==> config.mk <==
export PLATFORM = sky130hd
export DESIGN_NAME = rle_palette_span_decoder_flat
export DESIGN_NICKNAME = d
export VERILOG_FILES = /design/src/hdl/rps_pkg.sv /design/src/hdl/rps_if.sv /design/src/hdl/rps_palette_ram.sv /design/src/hdl/rps_cfg_regs.sv /design/src/hdl/rps_span_calc.sv /design/src/hdl/rle_palette_span_decoder.sv /design/src/flat_wrapper.sv
export VERILOG_INCLUDE_DIRS = /design/src /design/src/hdl
export SDC_FILE = /design/constraint.sdc
export NUM_CORES = 2
export LEC_CHECK = 0
export ABC_CLOCK_PERIOD_IN_PS = 7900
export BUFFER_PORTS_ARGS = -buffer_cell sky130_fd_sc_hd__buf_2
export CAP_MARGIN = 20
export CORE_ASPECT_RATIO = 1.1
export CORE_MARGIN = 4
export CORE_UTILIZATION = 55
export DETAILED_ROUTE_END_ITERATION = 6
export PLACE_DENSITY = 0.77
export SYNTH_ARGS = -nofsm -noshare
export SYNTH_HDL_FRONTEND = slang
export SYNTH_HIERARCHICAL = 1
export SYNTH_SLANG_ARGS = --single-unit
export TNS_END_PERCENT = 20
==> constraint.sdc <==
create_clock -name clk -period 7.9 [get_ports clk]
set_clock_uncertainty 0.15 [all_clocks]
set_input_delay 0.395 -clock clk [delete_from_list [all_inputs] [get_ports clk]]
set_output_delay 0.395 -clock clk [all_outputs]
set_load 0.05 [all_outputs]
==> src/hdl/assert_macros.svh <==
// assertion macros shared by the decoder rtl
`ifndef ASSERT_MACROS_SVH
`define ASSERT_MACROS_SVH

// property checked on the rising clock, masked while reset is asserted
`define RPS_ASSERT(name, prop, msg) \
    name: assert property (@(posedge clk) disable iff (!rst_n) prop) \
        else $error(msg);

// property checked on every rising clock, also during reset
`define RPS_ASSERT_ALWAYS(name, prop, msg) \
    name: assert property (@(posedge clk) prop) else $error(msg);

`endif

==> src/hdl/rps_pkg.sv <==
// package: constants, register indexes and shared types of the span decoder
package rps_pkg;

    localparam int IMAGE_WIDTH   = 240;
    localparam int IMAGE_HEIGHT  = 240;
    localparam int PALETTE_DEPTH = 256;
    localparam int PAL_AW        = (PALETTE_DEPTH > 1) ? $clog2(PALETTE_DEPTH) : 1;

    // command codes
    localparam logic CMD_LOAD = 1'b0;
    localparam logic CMD_RUN  = 1'b1;

    // configuration register indexes
    localparam logic [7:0] CFG_FIRST_COL = 8'd0;
    localparam logic [7:0] CFG_LAST_COL  = 8'd1;
    localparam logic [7:0] CFG_FIRST_ROW = 8'd2;
    localparam logic [7:0] CFG_LAST_ROW  = 8'd3;

    // register reset values
    localparam logic [7:0] RST_FIRST_COL = 8'd0;
    localparam logic [7:0] RST_LAST_COL  = 8'd239;
    localparam logic [7:0] RST_FIRST_ROW = 8'd0;
    localparam logic [7:0] RST_LAST_ROW  = 8'd239;

    typedef struct packed {
        logic [7:0] first_col;
        logic [7:0] last_col;
        logic [7:0] first_row;
        logic [7:0] last_row;
    } clip_cfg_t;

    // result of the span logic for one run
    typedef struct packed {
        logic       visible;
        logic [7:0] span_first;
        logic [7:0] span_last;
        logic       line_end;
        logic       frame_done;
        logic [7:0] col_next;
        logic [7:0] row_next;
    } span_res_t;

endpackage

==> src/hdl/rps_if.sv <==
// channel interfaces: run input, span output and configuration write
interface rps_in_if;
    logic        valid;
    logic        ready;
    logic        command;
    logic [7:0]  run_count;
    logic [7:0]  color_index;
    logic [15:0] palette_color;

    modport source (output valid, command, run_count, color_index, palette_color,
                    input ready);
    modport sink   (input valid, command, run_count, color_index, palette_color,
                    output ready);
endinterface

interface rps_out_if;
    logic        valid;
    logic        ready;
    logic        visible;
    logic [7:0]  row;
    logic [7:0]  span_first;
    logic [7:0]  span_last;
    logic [15:0] color565;
    logic [7:0]  red8;
    logic [7:0]  green8;
    logic [7:0]  blue8;
    logic        line_end;
    logic        frame_done;

    modport source (output valid, visible, row, span_first, span_last, color565,
                    red8, green8, blue8, line_end, frame_done,
                    input ready);
    modport sink   (input valid, visible, row, span_first, span_last, color565,
                    red8, green8, blue8, line_end, frame_done,
                    output ready);
endinterface

interface rps_cfg_if;
    logic       valid;
    logic       ready;
    logic [7:0] index;
    logic [7:0] data;

    modport source (output valid, index, data, input ready);
    modport sink   (input valid, index, data, output ready);
endinterface

==> src/hdl/rps_palette_ram.sv <==
// palette memory: one write port, one registered read port
module rps_palette_ram
    import rps_pkg::*;
(
    input  logic              clk,
    input  logic              wr_en,
    input  logic [PAL_AW-1:0] wr_addr,
    input  logic [15:0]       wr_data,
    input  logic              rd_en,
    input  logic [PAL_AW-1:0] rd_addr,
    output logic [15:0]       rd_data
);

    logic [15:0] mem [PALETTE_DEPTH];
    logic [15:0] rd_data_reg;

    // write port
    always_ff @(posedge clk)
    begin
        if (wr_en)
        begin
            mem[wr_addr] <= wr_data;
        end
    end

    // registered read port
    always_ff @(posedge clk)
    begin
        if (rd_en)
        begin
            rd_data_reg <= mem[rd_addr];
        end
    end

    assign rd_data = rd_data_reg;

endmodule

==> src/hdl/rps_cfg_regs.sv <==
// clip window registers written over the configuration channel
module rps_cfg_regs
    import rps_pkg::*;
(
    input  logic      clk,
    input  logic      rst_n,
    rps_cfg_if.sink   cfg,
    output clip_cfg_t clip
);

    clip_cfg_t clip_reg;
    clip_cfg_t clip_next;

    assign cfg.ready = 1'b1;

    // register decode
    always_comb
    begin
        clip_next = clip_reg;
        if (cfg.valid)
        begin
            unique case (cfg.index)
                CFG_FIRST_COL: clip_next.first_col = cfg.data;
                CFG_LAST_COL:  clip_next.last_col  = cfg.data;
                CFG_FIRST_ROW: clip_next.first_row = cfg.data;
                CFG_LAST_ROW:  clip_next.last_row  = cfg.data;
                default:       clip_next = clip_reg;
            endcase
        end
    end

    always_ff @(posedge clk or negedge rst_n)
    begin
        if (!rst_n)
        begin
            clip_reg.first_col <= RST_FIRST_COL;
            clip_reg.last_col  <= RST_LAST_COL;
            clip_reg.first_row <= RST_FIRST_ROW;
            clip_reg.last_row  <= RST_LAST_ROW;
        end
        else
        begin
            clip_reg <= clip_next;
        end
    end

    assign clip = clip_reg;

endmodule

==> src/hdl/rps_span_calc.sv <==
// span logic: clamp the run, cut it to the clip window, step column and row
module rps_span_calc
    import rps_pkg::*;
(
    input  logic [7:0] col,
    input  logic [7:0] row,
    input  logic [7:0] run_count,
    input  clip_cfg_t  clip,
    output span_res_t  res
);

    localparam logic [8:0] WIDTH9  = 9'(IMAGE_WIDTH);
    localparam logic [8:0] HEIGHT9 = 9'(IMAGE_HEIGHT);

    logic [8:0] end_raw;
    logic [8:0] end_clamped;
    logic [7:0] last_px;
    logic [7:0] lo;
    logic [7:0] hi;
    logic       row_in;
    logic       zero_run;
    logic       lend;
    logic [8:0] row_inc;

    always_comb
    begin
        zero_run = (run_count == 8'd0);

        // run end, clamped to the image width
        end_raw     = {1'b0, col} + {1'b0, run_count};
        end_clamped = (end_raw > WIDTH9) ? WIDTH9 : end_raw;
        last_px     = 8'(end_clamped - 9'd1);

        // cut to the clip window
        lo     = (col > clip.first_col) ? col : clip.first_col;
        hi     = (last_px < clip.last_col) ? last_px : clip.last_col;
        row_in = (row >= clip.first_row) && (row <= clip.last_row);

        res.visible    = !zero_run && (lo <= hi) && row_in;
        res.span_first = res.visible ? lo : 8'd0;
        res.span_last  = res.visible ? hi : 8'd0;

        // line and frame stepping
        lend         = zero_run || (end_clamped >= WIDTH9);
        row_inc      = {1'b0, row} + 9'd1;
        res.line_end = lend;
        res.frame_done = lend && (row_inc >= HEIGHT9);
        if (lend)
        begin
            res.col_next = 8'd0;
            res.row_next = res.frame_done ? 8'd0 : row_inc[7:0];
        end
        else
        begin
            res.col_next = end_clamped[7:0];
            res.row_next = row;
        end
    end

endmodule

==> src/hdl/rle_palette_span_decoder.sv <==
// top level: run-length palette span decoder
//
// Takes one beat per cycle on run_in unless the output stalls: a load beat
// writes one palette word, a run beat yields one span beat on span_out via
// the stage 1 and output registers. Span, line and frame flags are worked out
// in the accept cycle from the column and row counters; the palette word comes
// from the registered read port of the palette memory at the same edge, and
// the color is formed into the output register. A load followed directly by
// a run that uses the same entry sees the new word. Write the clip window on
// cfg only while the decoder is idle, unchecked by the block; cfg is always
// ready. The palette has no reset: a run must only use entries already loaded.
module rle_palette_span_decoder
    import rps_pkg::*;
(
    input  logic      clk,
    input  logic      rst_n,
    rps_in_if.sink    run_in,
    rps_out_if.source span_out,
    rps_cfg_if.sink   cfg
);

`include "assert_macros.svh"

    clip_cfg_t   clip;
    span_res_t   span;
    logic [15:0] pal_rd;

    logic        accept;
    logic        run_acc;
    logic        load_acc;
    logic        idx_ok;
    logic        s1_adv;

    logic [7:0]  col_reg;
    logic [7:0]  row_reg;

    // stage 1: span results waiting for the palette word
    logic        s1_valid_reg;
    logic        s1_visible_reg;
    logic [7:0]  s1_row_reg;
    logic [7:0]  s1_first_reg;
    logic [7:0]  s1_last_reg;
    logic        s1_nocolor_reg;
    logic        s1_lend_reg;
    logic        s1_fend_reg;

    // output register
    logic        out_valid_reg;
    logic        out_visible_reg;
    logic [7:0]  out_row_reg;
    logic [7:0]  out_first_reg;
    logic [7:0]  out_last_reg;
    logic [15:0] out_color_reg;
    logic        out_lend_reg;
    logic        out_fend_reg;
    logic [15:0] color_next;

    rps_cfg_regs u_cfg (
        .clk   (clk),
        .rst_n (rst_n),
        .cfg   (cfg),
        .clip  (clip)
    );

    rps_span_calc u_span (
        .col       (col_reg),
        .row       (row_reg),
        .run_count (run_in.run_count),
        .clip      (clip),
        .res       (span)
    );

    // handshake and index range
    assign s1_adv   = !out_valid_reg || span_out.ready;
    assign run_in.ready = !s1_valid_reg || s1_adv;
    assign accept   = run_in.valid && run_in.ready;
    assign run_acc  = accept && (run_in.command == CMD_RUN);
    assign load_acc = accept && (run_in.command == CMD_LOAD);
    assign idx_ok   = ({1'b0, run_in.color_index} < 9'(PALETTE_DEPTH));

    rps_palette_ram u_pal (
        .clk     (clk),
        .wr_en   (load_acc && idx_ok),
        .wr_addr (run_in.color_index[PAL_AW-1:0]),
        .wr_data (run_in.palette_color),
        .rd_en   (run_acc),
        .rd_addr (run_in.color_index[PAL_AW-1:0]),
        .rd_data (pal_rd)
    );

    // column and row counters
    always_ff @(posedge clk or negedge rst_n)
    begin
        if (!rst_n)
        begin
            col_reg <= 8'd0;
            row_reg <= 8'd0;
        end
        else if (run_acc)
        begin
            col_reg <= span.col_next;
            row_reg <= span.row_next;
        end
    end

    // stage 1 valid
    always_ff @(posedge clk or negedge rst_n)
    begin
        if (!rst_n)
        begin
            s1_valid_reg <= 1'b0;
        end
        else if (run_acc)
        begin
            s1_valid_reg <= 1'b1;
        end
        else if (s1_adv)
        begin
            s1_valid_reg <= 1'b0;
        end
    end

    // stage 1 payload
    always_ff @(posedge clk)
    begin
        if (run_acc)
        begin
            s1_visible_reg <= span.visible;
            s1_row_reg     <= row_reg;
            s1_first_reg   <= span.span_first;
            s1_last_reg    <= span.span_last;
            s1_nocolor_reg <= (run_in.run_count == 8'd0) || !idx_ok;
            s1_lend_reg    <= span.line_end;
            s1_fend_reg    <= span.frame_done;
        end
    end

    // output valid
    always_ff @(posedge clk or negedge rst_n)
    begin
        if (!rst_n)
        begin
            out_valid_reg <= 1'b0;
        end
        else if (s1_adv)
        begin
            out_valid_reg <= s1_valid_reg;
        end
    end

    // output payload
    assign color_next = s1_nocolor_reg ? 16'd0 : pal_rd;

    always_ff @(posedge clk)
    begin
        if (s1_adv && s1_valid_reg)
        begin
            out_visible_reg <= s1_visible_reg;
            out_row_reg     <= s1_row_reg;
            out_first_reg   <= s1_first_reg;
            out_last_reg    <= s1_last_reg;
            out_color_reg   <= color_next;
            out_lend_reg    <= s1_lend_reg;
            out_fend_reg    <= s1_fend_reg;
        end
    end

    // output channel, color expanded to 8 bits per component
    assign span_out.valid      = out_valid_reg;
    assign span_out.visible    = out_visible_reg;
    assign span_out.row        = out_row_reg;
    assign span_out.span_first = out_first_reg;
    assign span_out.span_last  = out_last_reg;
    assign span_out.color565   = out_color_reg;
    assign span_out.red8       = {out_color_reg[15:11], 3'b000};
    assign span_out.green8     = {out_color_reg[10:5], 2'b00};
    assign span_out.blue8      = {out_color_reg[4:0], 3'b000};
    assign span_out.line_end   = out_lend_reg;
    assign span_out.frame_done = out_fend_reg;

    // checks
    `RPS_ASSERT_ALWAYS(a_col_in_image, col_reg < 8'(IMAGE_WIDTH), "column past width")
    `RPS_ASSERT_ALWAYS(a_row_in_image, row_reg < 8'(IMAGE_HEIGHT), "row past height")
    `RPS_ASSERT(a_frame_needs_line, out_valid_reg && out_fend_reg |-> out_lend_reg, "lone frame")
    `RPS_ASSERT(a_span_ordered, out_valid_reg && out_visible_reg |-> out_first_reg <= out_last_reg, "order")
    `RPS_ASSERT(a_no_overrun, s1_valid_reg && !s1_adv |-> !accept, "beat into stalled stage")

endmodule
==> src/flat_wrapper.sv <==
// flat-port wrapper written by rule: the top's interface ports become plain ports
module rle_palette_span_decoder_flat import rps_pkg::*;
  (clk, rst_n, run_in_valid, run_in_command, run_in_run_count, run_in_color_index, run_in_palette_color, run_in_ready, span_out_valid, span_out_visible, span_out_row, span_out_span_first, span_out_span_last, span_out_color565, span_out_red8, span_out_green8, span_out_blue8, span_out_line_end, span_out_frame_done, span_out_ready, cfg_valid, cfg_index, cfg_data, cfg_ready);
  rps_in_if run_in_i ();
  rps_out_if span_out_i ();
  rps_cfg_if cfg_i ();
  input  logic clk;
  input  logic rst_n;
  input wire logic [$bits(run_in_i.valid)-1:0] run_in_valid;
  input wire logic [$bits(run_in_i.command)-1:0] run_in_command;
  input wire logic [$bits(run_in_i.run_count)-1:0] run_in_run_count;
  input wire logic [$bits(run_in_i.color_index)-1:0] run_in_color_index;
  input wire logic [$bits(run_in_i.palette_color)-1:0] run_in_palette_color;
  output wire logic [$bits(run_in_i.ready)-1:0] run_in_ready;
  output wire logic [$bits(span_out_i.valid)-1:0] span_out_valid;
  output wire logic [$bits(span_out_i.visible)-1:0] span_out_visible;
  output wire logic [$bits(span_out_i.row)-1:0] span_out_row;
  output wire logic [$bits(span_out_i.span_first)-1:0] span_out_span_first;
  output wire logic [$bits(span_out_i.span_last)-1:0] span_out_span_last;
  output wire logic [$bits(span_out_i.color565)-1:0] span_out_color565;
  output wire logic [$bits(span_out_i.red8)-1:0] span_out_red8;
  output wire logic [$bits(span_out_i.green8)-1:0] span_out_green8;
  output wire logic [$bits(span_out_i.blue8)-1:0] span_out_blue8;
  output wire logic [$bits(span_out_i.line_end)-1:0] span_out_line_end;
  output wire logic [$bits(span_out_i.frame_done)-1:0] span_out_frame_done;
  input wire logic [$bits(span_out_i.ready)-1:0] span_out_ready;
  input wire logic [$bits(cfg_i.valid)-1:0] cfg_valid;
  input wire logic [$bits(cfg_i.index)-1:0] cfg_index;
  input wire logic [$bits(cfg_i.data)-1:0] cfg_data;
  output wire logic [$bits(cfg_i.ready)-1:0] cfg_ready;
  assign run_in_i.valid = run_in_valid;
  assign run_in_i.command = run_in_command;
  assign run_in_i.run_count = run_in_run_count;
  assign run_in_i.color_index = run_in_color_index;
  assign run_in_i.palette_color = run_in_palette_color;
  assign run_in_ready = run_in_i.ready;
  assign span_out_valid = span_out_i.valid;
  assign span_out_visible = span_out_i.visible;
  assign span_out_row = span_out_i.row;
  assign span_out_span_first = span_out_i.span_first;
  assign span_out_span_last = span_out_i.span_last;
  assign span_out_color565 = span_out_i.color565;
  assign span_out_red8 = span_out_i.red8;
  assign span_out_green8 = span_out_i.green8;
  assign span_out_blue8 = span_out_i.blue8;
  assign span_out_line_end = span_out_i.line_end;
  assign span_out_frame_done = span_out_i.frame_done;
  assign span_out_i.ready = span_out_ready;
  assign cfg_i.valid = cfg_valid;
  assign cfg_i.index = cfg_index;
  assign cfg_i.data = cfg_data;
  assign cfg_ready = cfg_i.ready;
  rle_palette_span_decoder u_core (.clk(clk), .rst_n(rst_n), .run_in(run_in_i), .span_out(span_out_i), .cfg(cfg_i));
endmodule
**Yosys cells after proc, flatten, opt, wreduce, memory -nomap -nowiden**

Memories as Yosys holds them, arrays and structs flattened. A register that Yosys moved wholly into a read port is not among the register bits.
Cells that the tools add are included.

- Add/sub/neg operators: 3
- Multipliers: 0
- Div/mod/pow operators: 0
- Order comparisons: 8
- Equal/unequal tests: 3
- Shifts and indexed selects: 0
- Mux-type cells: 9
- Bitwise logic cells: 1
- Reductions and logical operators: 22

Operator list:

| cell | count |
|---|---|
| $mux 8 | 3 |
| $ge 9x8->1 const B | 2 |
| $eq 8x2->1 const B | 2 |
| $le 8x8->1 | 2 |
| $logic_not 8->1 | 2 |
| $mux 16 | 1 |
| $reduce_and 2->1 | 5 |
| $add 8x1->9 const B | 1 |
| $add 8x8->9 | 1 |
| $gt 9x8->1 const B | 1 |
| $mux 9 | 1 |
| $eq 8x1->1 const B | 1 |
| $ge 8x8->1 | 1 |
| $gt 8x8->1 | 1 |
| $logic_and 1x1->1 | 8 |
| $lt 8x8->1 | 1 |
| $sub 8x1->8 const B | 1 |
| $mux 1 | 4 |
| $logic_not 1->1 | 3 |
| $logic_or 1x1->1 | 3 |
| $reduce_bool 2->1 | 1 |
| $not 1->1 | 1 |

- Register bits after elaboration: 121
- Latch bits: 0
- RAM bits: 4096
- Memory bits (read-only): 0
- Input bits: 54
- Output and inout bits: 70
- Word-level logic and storage cells: 69
- Memories: 1

Memories:

| name | words | bits a word | read ports | clocked after memory_dff | write ports | line | RTL |
|---|---|---|---|---|---|---|---|
| u_core.u_pal.mem | 256 | 16 | 1 | 1 | 1 | rps_palette_ram.sv:14 | `logic [15:0] mem [PALETTE_DEPTH];` |

**Logic depth before layout (Yosys ltp)**

- Depth in word-level cells: 9
- Mapped depth: 35

**Modules after synthesis**

The synthesis kept the hierarchy.

Modules (own cells, without submodules):

| module | instances | cells an instance | area an instance (µm²) | sequential area each (µm²) |
|---|---|---|---|---|
| rps_palette_ram | 1 | 7360 | 158874.9 | 123478.4 |
| rle_palette_span_decoder | 1 | 160 | 3190.6 | 2582.5 |
| rps_span_calc | 1 | 343 | 2327.2 | 0.0 |
| rps_cfg_regs | 1 | 74 | 1283.7 | 818.3 |

**Least setup slack after synthesis**

No wires, ideal clock.

- Path type: flip-flop to flip-flop
- Start point: register u_core.col_reg[4]
- End point: register u_core.s1_last_reg[0], data pin
- Arrival: 6.212 ns
- Required time: 7.593 ns
- Setup slack: 1.381 ns
- Stages on the path, launching flop included: 33
- Cell sequence: dfrtp_1 > ha_1 > a21o_1 > a21oi_2 > o221ai_1 > a311oi_4 > nor2_1 > a21oi_1 > nand2b_1 > ha_1 > nand2_1 > nor2_1 > a31oi_1 > o41a_1 > inv_1 > ha_1 > a21o_1 > a21o_1 > a21o_1 > nor4_1 > o211a_1 > nor3_1 > a31o_2 > ha_1 > a21o_1 > a21oi_1 > nand2b_1 > o21ai_0 > o2111ai_1 > a21o_1 > clkbuf_1 > clkbuf_1 > nor3_1

- Longest elaborated chain between the ends: 9
- Elaborated cells on any way between the ends: 11
- Those cells by class: 2 x add/sub; 4 x order compare; 3 x mux; 2 x reduce/logical

Ends and longest elaborated chain:

| item | line | RTL |
|---|---|---|
| from (decl) | rle_palette_span_decoder.sv:34 | `logic [7:0] col_reg;` |
| from (signal assigned) | rle_palette_span_decoder.sv:101 | `col_reg <= span.col_next;` |
| $add 8x8->9 | rps_span_calc.sv:30 | `end_raw = {1'b0, col} + {1'b0, run_count};` |
| $gt 9x8->1 | rps_span_calc.sv:31 | `end_clamped = (end_raw > WIDTH9) ? WIDTH9 : end_raw;` |
| $mux 9 | rps_span_calc.sv:31 |  |
| $sub 8x1->8 | rps_span_calc.sv:32 | `last_px = 8'(end_clamped - 9'd1);` |
| $lt 8x8->1 | rps_span_calc.sv:36 | `hi = (last_px < clip.last_col) ? last_px : clip.last_col;` |
| $mux 8 | rps_span_calc.sv:36 |  |
| $le 8x8->1 | rps_span_calc.sv:39 | `res.visible = !zero_run && (lo <= hi) && row_in;` |
| $logic_and 1x1->1 (2 in series) | rps_span_calc.sv:39 |  |
| to (signal assigned) | rle_palette_span_decoder.sv:131 | `s1_last_reg <= span.span_last;` |
| to (decl) | rle_palette_span_decoder.sv:42 | `logic [7:0] s1_last_reg;` |

Several ways; a longest one is shown, not always the timed one.
A chain may end at the register's enable or synchronous reset.

**Worst setup path after layout**

- Start point: register u_core.col_reg[0]
- End point: register u_core.s1_last_reg[2], data pin

The elaborated chain is that of the path after synthesis.

==> results.sh <==
export IMPL_slowest_delay_ns=0.39
export IMPL_initial_utilization_pct=55.2
export IMPL_worstReg2RegEnd="u_core/s1_last_reg[2]"
export IMPL_stdcell_count=12668
export IMPL_die_h_um=584
export IMPL_grt_pass1_wl_um=622000
export IMPL_clock_sinks=4233
export IMPL_setup_viol=0
export IMPL_layout_drive_gt1_share_pct=23.9
export IMPL_nFillCells=19462
export IMPL_fin_setup_tns_ns=0
export IMPL_syn_inst=7937
export IMPL_io_buffers=114
export IMPL_post_route_drc_count=12
export IMPL_viasPerCell=6.82
export IMPL_wl_per_cell_um=34.1
export IMPL_rsz0062_at_grt="no"
export IMPL_grtUsageMet3_pct=6.18
export IMPL_max_freq_ghz=0.137
export IMPL_path_max_fanout=17
export IMPL_fin_crit_ns=7.32
export IMPL_fin_nets=8501
export IMPL_cp_startpoint="u_core/col_reg[0]"
export IMPL_grt_ovfl_total=0
export IMPL_drt_first_pass_iters=7
export IMPL_grt_pass1_vias=85579
export IMPL_tritoncts="yes"
export IMPL_core_area_mm2=0.300
export IMPL_ant_nets=0
export IMPL_dieArea_mm2=0.310
export IMPL_grt_busiest_layer="met2"
export IMPL_cts_path_max_buffers=4
export IMPL_synth_edf_count=4183
export IMPL_cts_buffers=387
export IMPL_yosysUniqueCellTypes=88
export IMPL_avgSynthCellArea_um2=20.9
export IMPL_yosysWarningCount=6
export IMPL_dr_first_iter_drc_count=13817
export IMPL_largest_reg_flops=4096
export IMPL_critPathLaunchType="register"
export IMPL_endpoint_kind="register"
export IMPL_max_slew_margin_rel_pct=19.0
export IMPL_cts_root_buf="clkbuf_16"
export IMPL_hold_class="primary input to register"
export IMPL_crit_required_ns=8.44
export IMPL_status="finished with violations"
export IMPL_rows=211
export IMPL_vias=86389
export IMPL_antenna_found_initial=32
export IMPL_crit_slowest_cell="dfrtp_1"
export IMPL_area_growth_pct=11.6
export IMPL_endpoint="u_core/s1_last_reg[2]"
export IMPL_slew_violations=0
export IMPL_cp_arrival_ns=7.86
export IMPL_p_leak_nw=59.2
export IMPL_ff2ff_setup_slack_ns=0.58
export IMPL_violations="DRC"
export IMPL_ys_flop_type="edfxtp_1"
export IMPL_grt_max_degree=141
export IMPL_finalHoldViolations=0
export IMPL_dp_cells=11897
export IMPL_finalCritPeriodShare_pct=92.7
export IMPL_htree_levels=5
export IMPL_p_per_area_mw_per_mm2=255
export IMPL_die_w_um=531
export IMPL_boundaryPins=124
export IMPL_dpl_hpwl_um=246000
export IMPL_ir_drop_mv=0.183
export IMPL_met1_usage_pct=37.2
export IMPL_worstRegToRegCells=31
export IMPL_crit_type="register to register"
export IMPL_r2r_start="u_core/col_reg[0]"
export IMPL_gp_congestion=0.904
export IMPL_ys_ff_latch=4233
export IMPL_yosysSeqAreaShare_pct=76.6
export IMPL_postSynth_asyncResetShare_pct=1.18
export IMPL_drv_cap=0
export IMPL_clk_latency_ns=0.95
export IMPL_synth_area_mm2=0.166
export IMPL_met2_usage_pct=43.6
export IMPL_grt_util_all_layers_pct=27.6
export IMPL_worst_slew_pin_slew_ns=1.21
export IMPL_path_clk_slew_ns=0.07
export IMPL_routed_wl_um=432000
-- stage by stage --
step | setup WS, ns | utilization, % | hold slack (ns) | instance area (µm²) | power, mW
after floorplan | 1.38 | - | -0.0506 | 166000 | 27.7
after global placement | 0.255 | 57.2 | 0.251 | 172000 | 29.0
after detailed placement | 0.226 | 57.3 | 0.255 | 172000 | 29.1
after CTS | 0.256 | 61.5 | 0.0173 | 185000 | 47.3
after global routing | 0.0842 | 61.6 | 0.0581 | 185000 | 48.6
final | 0.578 | 61.6 | 0.0710 | 185000 | 47.2
-- Yosys cell counts, types with 20 or more instances --
| cell | instances | share of area (%) |
|---|---|---|
| a22oi_1 | 43 | 0.19 |
| buf_1 | 27 | 0.061 |
| clkbuf_1 | 235 | 0.53 |
| nor3_1 | 105 | 0.32 |
| nor4_1 | 21 | 0.079 |
| a221oi_1 | 28 | 0.15 |
| a21oi_1 | 203 | 0.61 |
| nor2_1 | 324 | 0.73 |
| mux2_2 | 127 | 0.86 |
| a211oi_1 | 22 | 0.10 |
| o21ai_0 | 69 | 0.21 |
| o22ai_1 | 148 | 0.56 |
| inv_1 | 45 | 0.10 |
| nand4_1 | 29 | 0.11 |
| buf_6 | 79 | 0.54 |
| buf_4 | 54 | 0.24 |
| edfxtp_1 | 4183 | 76 |
| mux4_2 | 797 | 11 |
| nand2_1 | 67 | 0.15 |
| ha_1 | 51 | 0.39 |
| nand3_1 | 51 | 0.15 |
| o32ai_1 | 20 | 0.11 |
| mux2i_1 | 565 | 3.4 |
| nor2b_1 | 28 | 0.11 |
| dfrtp_1 | 36 | 0.54 |
| o221ai_1 | 253 | 1.3 |
| buf_2 | 78 | 0.24 |
| a22o_1 | 32 | 0.17 |
-- placed cells by master, fill, tap and decap left out, types with 33 or more instances in the layout --
master	instances
o22ai_1	148
ha_1	51
a21oi_1	203
edfxtp_1	4183
buf_8	33
buf_2	95
nor3_1	103
clkbuf_1	83
o21ai_0	69
clkinv_2	63
nand3_1	42
buf_4	354
a22oi_1	43
mux2_2	127
dlygate4sd3_1	43
clkbuf_16	396
nand2_1	67
o221ai_1	253
nor2_2	36
mux2i_1	565
nor2_1	288
clkinv_1	83
inv_1	43
mux4_2	797
dfrtp_1	36
bufinv_16	36
-- per-layer routing --
metal,wire (µm),part of all wire [%]
met5,91,0.021
met2,207000,48
met4,23400,5.4
met1,148000,34
met3,53200,12
-- report_power, final --
part / leakage, nW / total, mW / internal [mW] / switching [mW]
clock: 5.99 / 18.5 / 10.4 / 8.07
combinational: 15.0 / 3.78 / 1.31 / 2.48
sequential: 38.3 / 24.9 / 24.8 / 0.0984
-- timing repair --
action	4_1_cts	5_1_grt
resized for setup	0	2
endpoints found under the setup margin	0	17
hold buffers	43	0
hold endpoints to repair	1485	0
setup buffers	0	1
-- how the worst min path moves through the flow --
stage                          from                        to  depth (start not counted)
2_1_floorplan                 rst_n         u_core/col_reg[0]                          0
3_3_place_gp     u_core/s1_lend_reg  u_core/span_out.line_end                          0
3_5_place_dp   u_core/s1_row_reg[1]    u_core/span_out.row[1]                          0
4_1_cts                cfg_index[7]     u_core/u_cfg/clip[28]                          4
5_1_grt                cfg_index[7]     u_core/u_cfg/clip[26]                          4
6_report               cfg_index[7]     u_core/u_cfg/clip[28]                          4
-- worst max-delay path: cells and delay by family, from the launching register on --
kind	cells	cell delay [ns]
AO/OA/AOI/OAI	14	3.16
XOR/XNOR	1	0.26
adder cells (fa/ha/maj)	5	1.32
buffers and inverters	2	0.14
flip-flops	1	0.39
AND/OR/NAND/NOR	9	1.67
-- logic make-up after synthesis --
family | share of synthesized area [%]
XOR/XNOR | 0.0476
AND/OR/NAND/NOR | 2.05
other | 0.00453
adder cells (fa/ha/maj) | 0.397
buffers and inverters | 1.89
AO/OA/AOI/OAI | 3.84
flip-flops | 76.6
multiplexers | 15.2
-- final cells by class --
type	instances	area (µm²)	share of cell area, %
antenna	22	55.1	0.0298
clock buffer	480	10200	5.54
clock inverter	220	2080	1.13
inverter	47	189	0.102
multi-input combinational	3174	35900	19.4
sequential	4233	127000	68.7
tap	3940	4930	2.67
timing repair buffer	552	4570	2.47
Power figures use the tool's default switching activity.
